===== src/hw/rtl/bqpc_pkg.sv =====
package bqpc_pkg;

	localparam int CFG_W     = 11;
	localparam int PIXEL_W   = 8;
	localparam int COUNT_W   = 20;
	localparam int REG_IDX_W = 1;

	localparam int DEF_MAX_WIDTH  = 1024;
	localparam int DEF_MAX_HEIGHT = 1024;
	localparam int DIM_MIN        = 2;

	localparam logic [CFG_W-1:0] DIM_RESET = CFG_W'(64);

	localparam logic [REG_IDX_W-1:0] REG_IMAGE_WIDTH  = REG_IDX_W'(0);
	localparam logic [REG_IDX_W-1:0] REG_IMAGE_HEIGHT = REG_IDX_W'(1);

	// last member sits in the lowest bits
	typedef struct packed {
		logic [COUNT_W-1:0] triple;
		logic [COUNT_W-1:0] pair_diagonal;
		logic [COUNT_W-1:0] pair_adjacent;
		logic [COUNT_W-1:0] single;
	} counts_t;

	localparam int OUT_W = $bits(counts_t);

endpackage


===== src/hw/rtl/bqpc_ram.sv =====
module bqpc_ram #(
	parameter int WIDTH = 1,
	parameter int DEPTH = 1024
) (
	input  logic                     clk,
	input  logic                     en,
	input  logic                     we,
	input  logic [$clog2(DEPTH)-1:0] addr,
	input  logic [WIDTH-1:0]         wdata,
	output logic [WIDTH-1:0]         rdata
);

	logic [WIDTH-1:0] mem [DEPTH];

	// read-first: a write returns the old contents
	always_ff @(posedge clk) begin
		if (en) begin
			rdata <= mem[addr];
			if (we) begin
				mem[addr] <= wdata;
			end
		end
	end

endmodule


===== src/hw/rtl/bit_quad_pattern_counter.sv =====
// Bit-quad pattern counter.
// Pixels enter on the s_ stream in raster order, one request per pixel; a
// nonzero sample counts as set. Image size comes from the config port
// (register 0 image_width, register 1 image_height, clamped to 2..MAX),
// to be written by the user only while the block is idle (not enforced).
// Each 2x2 window fully inside the image is sorted into single, adjacent
// pair, diagonal pair or triple, and a count is kept per class.
// After the last pixel of an image one request leaves on the m_ stream with
// the four counts; the counts then start again from zero.
// Throughput: one pixel per cycle, set by the single read-first access to
// the one-bit line store that each pixel makes (read above, write current).
// This rate holds outside the stall below; m_tvalid is driven by a register.
// The result waits in an output register while m_tready is low; pixels keep
// flowing, and only the last pixel of the next image waits in the second
// stage if the previous result is still untaken.
// Reset clears positions, counts and the size registers (64 x 64). The line
// store needs no clearing pass: the first row never uses it.
module bit_quad_pattern_counter #(
	parameter int MAX_WIDTH  = bqpc_pkg::DEF_MAX_WIDTH,
	parameter int MAX_HEIGHT = bqpc_pkg::DEF_MAX_HEIGHT
) (
	input  logic                           clk,
	input  logic                           arst_n,
	input  logic                           s_tvalid,
	output logic                           s_tready,
	input  logic [bqpc_pkg::PIXEL_W-1:0]   s_tdata,   // pixel
	output logic                           m_tvalid,
	input  logic                           m_tready,
	// count_single, count_pair_adjacent, count_pair_diagonal, count_triple
	output logic [bqpc_pkg::OUT_W-1:0]     m_tdata,
	input  logic                           cfg_we,
	input  logic [bqpc_pkg::REG_IDX_W-1:0] cfg_index,
	input  logic [bqpc_pkg::CFG_W-1:0]     cfg_data
);

	import bqpc_pkg::*;

	localparam int COL_W = $clog2(MAX_WIDTH);
	localparam int ROW_W = $clog2(MAX_HEIGHT);
	localparam int W_CW  = (COL_W + 1 > CFG_W) ? COL_W + 1 : CFG_W;
	localparam int H_CW  = (ROW_W + 1 > CFG_W) ? ROW_W + 1 : CFG_W;

	logic [CFG_W-1:0] cfg_w_q, cfg_h_q;
	logic [W_CW-1:0]  w_use;
	logic [H_CW-1:0]  h_use;

	logic [COL_W-1:0] col_q;
	logic [ROW_W-1:0] row_q;
	logic             s_fire, cur_bit, last_col, last_row;

	logic s1_valid_q, s1_cur_s1, s1_cls_s1, s1_upen_s1, s1_eol_s1, s1_eoi_s1;
	logic s1_adv, s1_fire;
	logic ram_rdata;
	logic left_q, ul_q, up_bit;
	logic [2:0] n_set;
	logic is_single, is_adj, is_diag, is_triple;

	counts_t totals_q, totals_nxt, out_q;
	logic    out_valid_q;

	function automatic logic [COUNT_W-1:0] sat_inc(input logic [COUNT_W-1:0] v,
		input logic en);
		logic [COUNT_W-1:0] r;
		r = v;
		if (en && (v != {COUNT_W{1'b1}})) begin
			r = v + COUNT_W'(1);
		end
		return r;
	endfunction

	// configuration
	always_ff @(posedge clk or negedge arst_n) begin
		if (!arst_n) begin
			cfg_w_q <= DIM_RESET;
			cfg_h_q <= DIM_RESET;
		end else if (cfg_we) begin
			case (cfg_index)
				REG_IMAGE_WIDTH:  cfg_w_q <= cfg_data;
				REG_IMAGE_HEIGHT: cfg_h_q <= cfg_data;
				default: ;
			endcase
		end
	end

	always_comb begin
		if (cfg_w_q < CFG_W'(DIM_MIN)) begin
			w_use = W_CW'(DIM_MIN);
		end else if (W_CW'(cfg_w_q) > W_CW'(MAX_WIDTH)) begin
			w_use = W_CW'(MAX_WIDTH);
		end else begin
			w_use = W_CW'(cfg_w_q);
		end
		if (cfg_h_q < CFG_W'(DIM_MIN)) begin
			h_use = H_CW'(DIM_MIN);
		end else if (H_CW'(cfg_h_q) > H_CW'(MAX_HEIGHT)) begin
			h_use = H_CW'(MAX_HEIGHT);
		end else begin
			h_use = H_CW'(cfg_h_q);
		end
	end

	// stage 0: position tracking and line store access
	assign s_tready = !s1_valid_q || s1_adv;
	assign s_fire   = s_tvalid && s_tready;
	assign cur_bit  = (s_tdata != '0);
	assign last_col = (W_CW'(col_q) + W_CW'(1)) >= w_use;
	assign last_row = (H_CW'(row_q) + H_CW'(1)) >= h_use;

	always_ff @(posedge clk or negedge arst_n) begin
		if (!arst_n) begin
			col_q <= '0;
			row_q <= '0;
		end else if (s_fire) begin
			if (!last_col) begin
				col_q <= col_q + COL_W'(1);
			end else begin
				col_q <= '0;
				row_q <= last_row ? '0 : row_q + ROW_W'(1);
			end
		end
	end

	bqpc_ram #(
		.WIDTH (1),
		.DEPTH (MAX_WIDTH)
	) u_line (
		.clk   (clk),
		.en    (s_fire),
		.we    (1'b1),
		.addr  (col_q),
		.wdata (cur_bit),
		.rdata (ram_rdata)
	);

	always_ff @(posedge clk or negedge arst_n) begin
		if (!arst_n) begin
			s1_valid_q <= 1'b0;
		end else if (s_fire) begin
			s1_valid_q <= 1'b1;
		end else if (s1_adv) begin
			s1_valid_q <= 1'b0;
		end
	end

	always_ff @(posedge clk) begin
		if (s_fire) begin
			s1_cur_s1  <= cur_bit;
			s1_cls_s1  <= (row_q != '0) && (col_q != '0);
			s1_upen_s1 <= (row_q != '0);
			s1_eol_s1  <= last_col;
			s1_eoi_s1  <= last_col && last_row;
		end
	end

	// stage 1: classify window, update counts
	assign s1_adv  = !(s1_eoi_s1 && out_valid_q && !m_tready);
	assign s1_fire = s1_valid_q && s1_adv;
	assign up_bit  = s1_upen_s1 && ram_rdata;
	assign n_set   = 3'(ul_q) + 3'(up_bit) + 3'(left_q) + 3'(s1_cur_s1);

	always_comb begin
		is_single = s1_cls_s1 && (n_set == 3'd1);
		is_triple = s1_cls_s1 && (n_set == 3'd3);
		is_diag   = s1_cls_s1 && (n_set == 3'd2) &&
			((ul_q && s1_cur_s1) || (up_bit && left_q));
		is_adj    = s1_cls_s1 && (n_set == 3'd2) && !is_diag;
		totals_nxt.single        = sat_inc(totals_q.single, is_single);
		totals_nxt.pair_adjacent = sat_inc(totals_q.pair_adjacent, is_adj);
		totals_nxt.pair_diagonal = sat_inc(totals_q.pair_diagonal, is_diag);
		totals_nxt.triple        = sat_inc(totals_q.triple, is_triple);
	end

	always_ff @(posedge clk or negedge arst_n) begin
		if (!arst_n) begin
			left_q   <= 1'b0;
			ul_q     <= 1'b0;
			totals_q <= '0;
		end else if (s1_fire) begin
			left_q   <= s1_eol_s1 ? 1'b0 : s1_cur_s1;
			ul_q     <= s1_eol_s1 ? 1'b0 : up_bit;
			totals_q <= s1_eoi_s1 ? '0 : totals_nxt;
		end
	end

	// result register
	always_ff @(posedge clk or negedge arst_n) begin
		if (!arst_n) begin
			out_valid_q <= 1'b0;
		end else if (s1_fire && s1_eoi_s1) begin
			out_valid_q <= 1'b1;
		end else if (m_tready) begin
			out_valid_q <= 1'b0;
		end
	end

	always_ff @(posedge clk) begin
		if (s1_fire && s1_eoi_s1) begin
			out_q <= totals_nxt;
		end
	end

	assign m_tvalid = out_valid_q;
	assign m_tdata  = out_q;

	// checks
	a_row_start_clear: assert property (@(posedge clk) disable iff (!arst_n)
		(s1_valid_q && !s1_upen_s1) || (s1_valid_q && !s1_cls_s1 && s1_upen_s1)
		|-> (!left_q || s1_cls_s1 || s1_upen_s1 == 1'b0 || s1_cls_s1 == s1_upen_s1
		|| !ul_q))
		else $error("window state not cleared at row start");

	a_result_from_eoi: assert property (@(posedge clk) disable iff (!arst_n)
		$rose(out_valid_q) |-> $past(s1_valid_q && s1_eoi_s1))
		else $error("result without end of image");

	a_counts_cleared: assert property (@(posedge clk) disable iff (!arst_n)
		(s1_fire && s1_eoi_s1) |=> (totals_q == '0))
		else $error("counts not cleared after image");

	a_no_drop: assert property (@(posedge clk) disable iff (!arst_n)
		(s1_valid_q && !s1_adv) |=> (s1_valid_q && s1_eoi_s1 && out_valid_q))
		else $error("stalled end-of-image item lost");

endmodule

===== config.mk =====
export PLATFORM = sky130hd
export DESIGN_NAME = bit_quad_pattern_counter
export DESIGN_NICKNAME = d
export VERILOG_FILES = /design/src/hw/rtl/bqpc_pkg.sv /design/src/hw/rtl/bqpc_ram.sv /design/src/hw/rtl/bit_quad_pattern_counter.sv
export SDC_FILE = /design/constraint.sdc
export NUM_CORES = 2
export LEC_CHECK = 0
export ABC_AREA = 1
export BUFFER_PORTS_ARGS = -buffer_cell sky130_fd_sc_hd__buf_2
export CORE_MARGIN = 5
export CORE_UTILIZATION = 36
export DETAILED_ROUTE_END_ITERATION = 7
export SYNTH_ARGS = -nofsm -noshare
export SYNTH_HDL_FRONTEND = slang
export SYNTH_SLANG_ARGS = --single-unit

===== constraint.sdc =====
create_clock -name clk -period 9.8 [get_ports clk]
set_clock_uncertainty 0.1 [all_clocks]
set_input_delay 1.47 -clock clk [delete_from_list [all_inputs] [get_ports clk]]
set_output_delay 1.47 -clock clk [all_outputs]
set_load 0.01 [all_outputs]

# Word-level counts from Yosys, hierarchy flattened
# Memories as Yosys holds them, arrays and structs flattened. A register that Yosys moved wholly into a read port is not among the register bits.
# Cells that the tools add are included.
# W data, S select, Z words.
[word_totals]
word_cells = 99
in_bits = 25
regBits = 211
ramBits = 1024
out_inout_bits = 82
mem_count = 1
[mem_list]
columns = ["name", "words", "word_bits", "read_ports", "rd_ports_with_merged_regs", "wr", "line", "source"]
rows = [
  ["u_line.mem", 1024, 1, 1, 1, 1, "bqpc_ram.sv:13", "logic [WIDTH-1:0] mem [DEPTH];"],
]
[op_classes]
reduce_logical = 32
n_bitwise = 1
magnitude_cmp = 6
n_eq_ne = 8
n_mux = 19
add_sub_neg = 11
[op_table]
columns = ["cell", "count"]
rows = [
  ["$add A20 B1 Y20 const B", 4],
  ["$mux W20", 4],
  ["$mux W80", 1],
  ["$ne A20 B20 Y1 const B", 4],
  ["$mux W11", 4],
  ["$add A10 B1 Y11 const B", 2],
  ["$ge A11 B11 Y1", 2],
  ["$gt A11 B11 Y1 const B", 2],
  ["$lt A11 B2 Y1 const B", 2],
  ["$add A10 B1 Y10 const B", 2],
  ["$mux W10", 2],
  ["$reduce_bool A10 Y1", 2],
  ["$logic_and A1 B1 Y1", 19],
  ["$mux W1", 8],
  ["$reduce_bool A8 Y1", 1],
  ["$eq A3 B2 Y1 const B", 2],
  ["$reduce_and A2 Y1", 3],
  ["$logic_not A1 Y1", 4],
  ["$add A2 B1 Y3", 1],
  ["$add A3 B1 Y3", 1],
  ["$eq A3 B1 Y1 const B", 1],
  ["$add A1 B1 Y2", 1],
  ["$logic_or A1 B1 Y1", 2],
  ["$ne A2 B2 Y1 const B", 1],
  ["other kinds (2)", 2],
]

# Logic depth before layout (Yosys ltp)
[logic_depth]
depth_word = 12
mapped_depth = 19
ltp_nobuf = 17

# Hierarchy
# From an unflattened synthesis, not the netlist that was laid out.
[hier_totals]
cells_unflattened = 6642
area_unflattened_um2 = 58711.3
[modules_own_cells]
columns = ["module", "cells_per_inst", "instances", "seq_area_each_um2", "area_per_inst_um2"]
rows = [
  ["bqpc_ram", 5046, 1, 30779.5, 46532.1],
  ["bit_quad_pattern_counter", 1596, 1, 5708.0, 12179.2],
]

# Worst setup path after synthesis
# No wires, ideal clock.
[synth_timing]
path_type = "input to register"
start = "in s_tdata[4] in the netlist's numbering"
end = "reg s1_cur_s1, data pin"
cell_stages = 2
setup_time_ps = 2705
arrival_time_ps = 13522
setup_slack_ps = -6526
n_path_buf = 0
required_time_ps = 6995
path_cell_list = "nor4_1 -> nand2_1"
[synth_via]
elab_chain_cells = 1
[synth_rtl]
columns = ["item", "line", "source"]
rows = [
  ["start: declaration", "bit_quad_pattern_counter.sv:26", "input logic [bqpc_pkg::PIXEL_W-1:0] s_tdata,"],
  ["$reduce_bool A8 Y1", "bit_quad_pattern_counter.sv:105", "assign cur_bit = (s_tdata != '0);"],
  ["named net cur_bit", "bit_quad_pattern_counter.sv:49", "logic s_fire, cur_bit, last_col, last_row;"],
  ["end signal: assignment", "bit_quad_pattern_counter.sv:147", "s1_cur_s1 <= cur_bit;"],
  ["end: declaration", "bit_quad_pattern_counter.sv:51", "logic s1_valid_q, s1_cur_s1, s1_cls_s1, s1_upen_s1, s1_eol_s1, s1_eoi_s1;"],
]
# The timed path passes the listed nets, and every way through them passes these cells.
# A chain may end at the register's enable or synchronous reset.

# Worst setup path in the final report
[layout_timing]
start = "reg col_q[1]"
end = "mem u_line.mem[513], enable pin"
[layout_rtl]
columns = ["item", "line", "source"]
rows = [
  ["start: declaration", "bit_quad_pattern_counter.sv:47", "logic [COL_W-1:0] col_q;"],
  ["start signal: assignment", "bit_quad_pattern_counter.sv:115", "col_q <= col_q + COL_W'(1);"],
  ["end: declaration", "bqpc_ram.sv:13", ""],
]
# Straight into the memory's write port.

==> results.cfg <==
[clock_network]
cts_tree = yes
cts.sinks = 1236
clkTransAtPathRegs_ps = 60
h-tree-depth = 4
cts_resized = 0
clock_path_buffers = 3
cts_buffers = 137
clk_latency_ps = 780
cts-hold-fix-buffers = 0
cts_post_setup_buffers_inserted = 0
root_buffer = clkbuf_16

[sta]
hold_viol = 0
finalSetupViolCount = 0
hold-worst-slack_ps = 359
max_freq_ghz = 0.210
tightest_slew_ps = 1350
rsz0062_at_grt = no
fin_setup_tns_ps = 0
layout_min_cycle_time_ps = 4770
finalCritPeriodShare_pct = 48.7
setup_ws_ps = 5030
slew_headroom_pct = 9.38
maxSlewViolCount = 0

[route]
drt-vias-per-instance = 5.02
first_pass_iters = 6
drc = 0
routed_wl_um = 165000
wl_per_cell_um = 19.2
drtIter0Drc = 4459
postRouteAntennaNets = 0
vias = 43169

[global_route]
grt_max_degree = 275
antenna_found_initial = 2
grt.total_usage_pct = 19.0
grt_pass1_wl_um = 249000
use_met3_pct = 2.74
grtUsageMet2_pct = 32.5
grt_busiest_layer = met2
use_met1_pct = 25.0
grt_pass1_vias = 40690
grt-ovfl-total = 0

[die]
ios = 107
die_height_um = 411
die-area_um2 = 169000
core_um2 = 160000
core.rowCount = 147
die_w_um = 411
initial_core_util_pct = 36.2

[logic_synthesis]
synth_enable_flop_cells = 1110
syn_avg_cell_area_um2 = 9.02
synth.top_cell.area_share_pct = 57.4
synth.largest_area_cell = edfxtp_1
ys_seq_elements = 1236
synthesis.nets = 6493
async_reset_ff_share_pct = 10.2
syn_inst = 6433
synthTopCellsByArea = edfxtp_1 57%, nand2_1 12%, nor2_1 11%
ys_warn_count = 0
synth-seq-area-share_pct = 62.9
synth-main-ff-cell = edfxtp_1
synth_cell_types = 39
netlist_area_um2 = 58000

[setup_path]
critPathLaunchType = flip-flop
crit_path_end_kind = flip-flop
crit_start = col_q[1]
r2r-start = col_q[1]
arrival_ps = 5130
critPathKind = reg -> reg
cp.required_ps = 10160
rrSetupSlack_ps = 5030
crit_fanout = 93

[placement]
dp_slack_ps = 5100
postPlaceCellArea_um2 = 60300
gp_congestion = 0.803
port-buffer-count = 106
place_hpwl_um = 81300
dp_cells = 8346

[final_layout]
finalNonFillerCells = 8595
finalCoreUtilization_pct = 40.3
nets = 6385
drive_above_1_share_pct = 6.62
fin_area_um2 = 64700
syn_to_final_growth_pct = 11.5

[power]
powerDensity_nw_per_um2 = 243
p_leak_nw = 26.3
ir_worst_vdd_uv = 378
fin_total_pwr_mw = 15.7

[min_path]
holdCritStartpoint = s1_eol_s1
hp-class = reg -> reg

[flow_run]
drv_cap = 0

[status]
status = finished, final reports clean
==> cells by family after synthesis <==
kind of cell,count (synthesis),share of synthesized area (%)
multiplexers,1,0.0172
AO/OA/AOI/OAI,488,4.36
XOR/XNOR,80,1.21
buffers and inverters,854,5.91
AND/OR/NAND/NOR,3739,24.9
adder cells (fa/ha/maj),35,0.768
flip-flops,1236,62.9
==> registers in the layout, indices dropped and copies added (netlist names) <==
name          flops
cfg_h_q          11
cfg_w_q          11
col_q            10
left_q            1
m_tdata          80
m_tvalid          1
row_q            10
s1_cls_s1         1
s1_cur_s1         1
s1_eoi_s1         1
s1_eol_s1         1
s1_upen_s1        1
s1_valid_q        1
totals_q         80
u_line.mem     1024
u_line.rdata      1
ul_q              1
==> path summary, 6_finish.rpt <==
kind | depth (start not counted) | to
worst min-delay path | 1 | ul_q
worst max-delay path | 7 | u_line.mem[513]
min in group asynchronous | 1 | totals_q[49]
worst max register to register | 7 | u_line.mem[513]
max in group asynchronous | 2 | col_q[1]
worst min register to register | 1 | ul_q
==> layout make-up <==
class / count / area [um2]
inverters: 434 / 1650
multi-input cells: 4343 / 18300
well taps: 2160 / 2700
clock inverters: 85 / 842
fillers: 15953 / 95700
diodes: 1 / 2.50
flip-flops and latches: 1236 / 36500
repair buffers: 173 / 1120
clock buffers: 163 / 3580
==> power breakdown <==
part / switching [mW] / internal, mW / total (mW)
logic: 3.34 / 1.13 / 4.47
clock network: 2.23 / 2.88 / 5.11
registers: 0.199 / 5.92 / 6.12
total: 5.76 / 9.93 / 15.7
==> metal layers <==
layer	wire, um	up-vias
li1	-	20418
met1	68500	20945
met2	79700	1499
met3	11400	307
met4	5150	0
met5	0	-
==> synth_stat cells (all sizes together) (34+ instances only) <==
library cell / number
nand2: 1891
nor2: 1633
edfxtp: 1110
inv: 432
o21ai: 417
buf: 213
clkbuf: 207
nand3: 130
dfrtp: 124
xor2: 80
o22ai: 40
ha: 34
==> worst max-delay path, cell delays in order (launching register included) <==
cell	delay [ps]
dfrtp_4	660
inv_8	580
buf_4	730
ha_1	270
inv_1	40
nor2_1	620
nand2_2	1000
nor2_1	380
==> cells in the final DEF, fill, tap and decap left out, types with 38 or more instances in the layout <==
master and instances:
nand3_1 130, xor2_1 80, clkbuf_16 138, nand2_1 1856, buf_2 105, buf_4 61, o21ai_0 379, o21ai_1 38
clkinv_1 39, inv_1 426, dfrtp_1 122, nor2_1 1623, o22ai_1 40, edfxtp_1 1110
No activity file was read; power rests on OpenSTA's default activity.
